[config.mk]
export PLATFORM = sky130hd
export DESIGN_NAME = tav_fifo
export DESIGN_NICKNAME = d
export VERILOG_FILES = /design/src/rtl/tav_fifo.sv
export SDC_FILE = /design/constraint.sdc
export NUM_CORES = 1
export LEC_CHECK = 0
export ABC_AREA = 0
export BUFFER_PORTS_ARGS = -buffer_cell sky130_fd_sc_hd__buf_2
export CORE_ASPECT_RATIO = 1.25
export CORE_MARGIN = 2
export CORE_UTILIZATION = 45
export CTS_CLUSTER_SIZE = 24
export DETAILED_ROUTE_END_ITERATION = 7
export MAX_ROUTING_LAYER = met4
export PLACE_DENSITY = 0.71
export SLEW_MARGIN = 20
export SYNTH_ARGS = -nofsm -noshare
export SYNTH_HDL_FRONTEND = slang
export SYNTH_SLANG_ARGS = --single-unit
[constraint.sdc]
create_clock -name clock -period 4.75 [get_ports clock]
set_clock_uncertainty 0.05 [all_clocks]
set_input_delay 0.95 -clock clock [delete_from_list [all_inputs] [get_ports clock]]
set_output_delay 0.95 -clock clock [all_outputs]
set_load 0.02 [all_outputs]
[src/rtl/tav_fifo.sv]
// Small first-in first-out queue of fixed depth, used between and after the unit's parts.
// Depends on nothing.
module tav_fifo #(
   parameter int WIDTH = 8
) (
   input  logic             clock,
   input  logic             reset,
   input  logic             push,
   input  logic [WIDTH-1:0] din,
   input  logic             pop,
   output logic [WIDTH-1:0] dout,
   output logic             full,
   output logic             empty
);
   localparam int DEPTH = 4;

   logic [WIDTH-1:0] mem_ff [DEPTH];
   logic [1:0]       wr_ff, wr_in, rd_ff, rd_in;
   logic [2:0]       cnt_ff, cnt_in;
   logic             do_push, do_pop;

   assign full    = (cnt_ff == 3'(DEPTH));
   assign empty   = (cnt_ff == 3'd0);
   assign do_push = push && !full;
   assign do_pop  = pop && !empty;
   assign dout    = mem_ff[rd_ff];

   always_comb begin
      wr_in  = do_push ? wr_ff + 2'd1 : wr_ff;
      rd_in  = do_pop ? rd_ff + 2'd1 : rd_ff;
      cnt_in = cnt_ff + {2'b00, do_push} - {2'b00, do_pop};
   end

   always_ff @(posedge clock) begin
      if (reset) begin
         wr_ff  <= '0;
         rd_ff  <= '0;
         cnt_ff <= '0;
      end else begin
         wr_ff  <= wr_in;
         rd_ff  <= rd_in;
         cnt_ff <= cnt_in;
      end
   end

   always_ff @(posedge clock) begin
      if (do_push) begin
         mem_ff[wr_ff] <= din;
      end
   end
endmodule

* Yosys cells after proc, flatten, opt, wreduce, memory -nomap -nowiden *
Memory sizes are Yosys's and may differ from the RTL's. A register that Yosys moved wholly into a read port is not among the register bits.
Cells that the tools add are included.

word-level totals
  memory bits (writable) = 32
  bits in latches = 0
  memory bits (read-only) = 0
  input port bits = 12
  register bits after elaboration = 7
  memories = 1

memories
  name    words  width  read ports  clocked after Yosys merged registers in  wr ports  RTL line  source
  mem_ff  4      8      1           1                                        1         17        logic [WIDTH-1:0] mem_ff [DEPTH];

operators by class
  shifts and indexed selects = 0
  mux-type cells = 4
  divide/modulo/power cells = 0
  order comparisons = 0
  bitwise operators = 0
  add/subtract/negate cells = 4
  $mul = 0
  eq/ne operators = 1
  reductions and logical operators = 5

operators by type and width
  kind                                          count
  adder 2 x 1 -> 2 bit (second input constant)  2
  two-way mux 2 bit                             2
  adder 3 x 1 -> 3 bit                          1
  equality test 3 bit (second input constant)   1
  logical NOT 3 bit                             1
  subtractor 3 x 1 -> 3 bit                     1
  logical AND 1 bit                             2
  logical NOT 1 bit                             2
  two-way mux 1 bit                             2

* Longest topological paths before layout *
  depth after elaboration = 5
  gate-level depth with buffers = 10

* Worst setup path after synthesis *
OpenSTA, ideal clock, no wires.

  kind = in2reg
  from = in push
  to = reg cnt_ff[2]
  arrival = 2398 ps
  required time = 4575 ps
  path slack = 2177 ps
  cell stages on the path = 10
  setup time = 125 ps
  cells stage by stage = inv_1 -> nor2_2 -> inv_1 -> ha_1 -> inv_1 -> ha_1 -> fa_1 -> xnor2_1 -> xnor2_1 -> nor2_1

on the way
  word-level cells in the longest chain between the ends = 3

ends and longest elaborated chain
  item                       RTL line  source
  start: declaration         8         input logic push,
  logical AND 1 bit          24        assign do_push = push && !full;
  adder 3 x 1 -> 3 bit       31        cnt_in = cnt_ff + {2'b00, do_push} - {2'b00, do_pop};
  subtractor 3 x 1 -> 3 bit  31
  end signal: assignment     42        cnt_ff <= cnt_in;
  end: declaration           19        logic [2:0] cnt_ff, cnt_in;

No other way between the ends.
A chain may end at the register's enable or synchronous reset.

==> flow_metrics.env <==
export IMPL_max_slew_worst_pin_slew_ps=521
export IMPL_post_cts_buffers=0
export IMPL_yosysMostFrequentCell="edfxtp_1"
export IMPL_overflow=0
export IMPL_stdcell_count=158
export IMPL_vias=804
export IMPL_grt_pass1_wl_microns=4000
export IMPL_path_max_fanout=8
export IMPL_detail_route_first_pass_iterations=4
export IMPL_synth_distinct_cells=24
export IMPL_grt_setup_unrepaired="no"
export IMPL_fin_crit_sh=0.565
export IMPL_cts_sinks=41
export IMPL_ctsRootBufferMaster="clkbuf_8"
export IMPL_n_fill_cell=286
export IMPL_drv_cap=0
export IMPL_area_growth_pct=15.2
export IMPL_yosysTopAreaCellShare=0.588
export IMPL_cts_buffer_depth=2
export IMPL_wl_per_cell_microns=15.1
export IMPL_critPathKind="flop to output port"
export IMPL_end_kind="output port"
export IMPL_p_per_area_nw_per_um2=531
export IMPL_hold_class="flop to flop"
export IMPL_rows=24
export IMPL_seq_area_frac_synth=0.698
export IMPL_tns_ps=0
export IMPL_drive_gt1_frac=0.328
export IMPL_period_minus_slack_ps=2680
export IMPL_dieArea_sq_um=4130
export IMPL_slew_violations=0
export IMPL_synthCells=93
export IMPL_synth_top_cells_by_count="edfxtp_1 (32), dfxtp_1 (9), inv_1 (8), mux4_2 (8), ha_1 (6)"
export IMPL_fp_dieH_microns=71.4
export IMPL_synth_nets=112
export IMPL_synth_edf_count=32
export IMPL_synthArstFlopShare=0
export IMPL_power_leakage_nw=0.690
export IMPL_ant_nets=0
export IMPL_vdd_drop_max_v=0.000378
export IMPL_place_detailed_hpwl_microns=1750
export IMPL_place_congestion=0.735
export IMPL_synth_area_per_cell_sq_um=17.6
export IMPL_r2r_worst_path_cells=10
export IMPL_clkTransAtPathRegs_ps=70
export IMPL_placement_io_buffers=21
export IMPL_final_setup_viol_count=0
export IMPL_clk_latency_ps=290
export IMPL_worstSetupStartpointType="flop"
export IMPL_ctsHoldBuffers=0
export IMPL_fmax_mhz=373
export IMPL_syn_area_sq_um=1630
export IMPL_diodes=0
export IMPL_coreArea_sq_um=3480
export IMPL_grt_antenna_before_repair=0
export IMPL_ys_ff_latch=41
export IMPL_drt_iter0_drc=34
export IMPL_required_ps=3750
export IMPL_outcome="complete, no violations"
export IMPL_io_pins=22
export IMPL_routed_wl_microns=2390
export IMPL_yosysTopAreaCell="edfxtp_1"
export IMPL_cts_htree_levels=2
export IMPL_cp_arrival_ps=1680
export IMPL_synthTopCellsByArea="edfxtp_1 (59%), dfxtp_1 (11%), mux4_2 (11%)"
export IMPL_cts_tree="yes"
export IMPL_vias_per_cell=5.09
export IMPL_cts_resized=0
export IMPL_slew_headroom=0.652
export IMPL_start_util=0.469
export IMPL_track_usage=0.142
export IMPL_hold_viol=0
export IMPL_layout_nets=137
export IMPL_grt_start_max_net_pins=13
export IMPL_ys_flop_type="edfxtp_1"
export IMPL_cts_buffers=5
export IMPL_grt_pass1_vias=879
export IMPL_dp_cells=150
export IMPL_whs_path_depth=2
export IMPL_yosys_warnings=0
export IMPL_fin_hold_ws_ps=455
export IMPL_die_x_microns=57.9
export IMPL_drcViolationCount=0
==> cell type report <==
class / count / area (sq um) / share of cell area
flip-flops and latches: 41 / 1140 / 0.606
repair buffers: 21 / 105 / 0.0559
clock buffers: 6 / 72.6 / 0.0386
well taps: 39 / 48.8 / 0.0259
inverters: 8 / 30.0 / 0.0160
clock inverters: 2 / 33.8 / 0.0180
multi-input cells: 41 / 450 / 0.239
==> layout by cell type, fill, tap and decap left out, drive strengths merged <==
cell type | Yosys | layout
a21oi | 2 | 2
bufinv | 0 | 1
clkinv | 0 | 1
xnor2 | 2 | 2
dfxtp | 9 | 9
nand2b | 2 | 2
buf | 2 | 21
o21ai | 2 | 2
nand2 | 1 | 1
nor3b | 1 | 1
o31ai | 1 | 1
clkbuf | 1 | 6
nor2 | 4 | 4
and2 | 4 | 4
fa | 1 | 1
xor2 | 1 | 1
nor3 | 1 | 1
or3 | 2 | 2
ha | 6 | 6
mux4 | 8 | 8
nor2b | 2 | 2
inv | 8 | 8
edfxtp | 32 | 32
mux2i | 1 | 1
==> routing by layer <==
layer | track usage | vias up | routed length (microns)
met5 | - | - | 0
met4 | 0.0620 | 0 | 53
met3 | 0.0596 | 5 | 142
met2 | 0.242 | 23 | 1280
met1 | 0.137 | 385 | 904
li1 | - | 391 | -
==> report_power, final <==
group	switching (mW)	internal, mW
clock	0.110	0.155
combinational	0.130	0.122
sequential	0.0452	0.436
total	0.285	0.714
==> worst max-delay path, cell delays in order, from the launching register on <==
cell and delay, ps:
dfxtp_1 650, mux4_2 570, buf_2 170
==> cells by family after synthesis <==
logic type | after synthesis | share of synthesized area
simple gates | 17 | 0.0651
compound gates | 5 | 0.0199
mux | 9 | 0.116
flops | 41 | 0.698
buf+inv | 11 | 0.0260
fa+ha+maj | 7 | 0.0582
xor+xnor | 3 | 0.0161
==> per-stage QoR <==
stage | cell area [sq um] | utilization | setup slack [ps] | power [mW]
after global routing | 1880 | 0.540 | 1930 | 1.06
after CTS | 1880 | 0.540 | 1990 | 1.01
after global placement | 1780 | 0.510 | 2050 | 0.738
after detailed placement | 1780 | 0.510 | 1970 | 0.749
after floorplan | 1630 | - | 2180 | 0.675
final | 1880 | 0.540 | 2070 | 0.999
==> worst paths after layout <==
check                                  to  slack [ps]      start
worst max-delay path              dout[7]        2070       flop
worst min-delay path             rd_ff[1]         450   rd_ff[1]
worst max register to register  cnt_ff[2]        2530  cnt_ff[1]
worst min register to register   rd_ff[1]         450   rd_ff[1]
==> flip-flops by register name, indices dropped and copies added, names as in the netlist, named ones only <==
| register | count |
|---|---|
| wr_ff | 2 |
| cnt_ff | 3 |
| mem_ff | 32 |
| rd_ff | 2 |
Power figures use the tool's default switching activity.
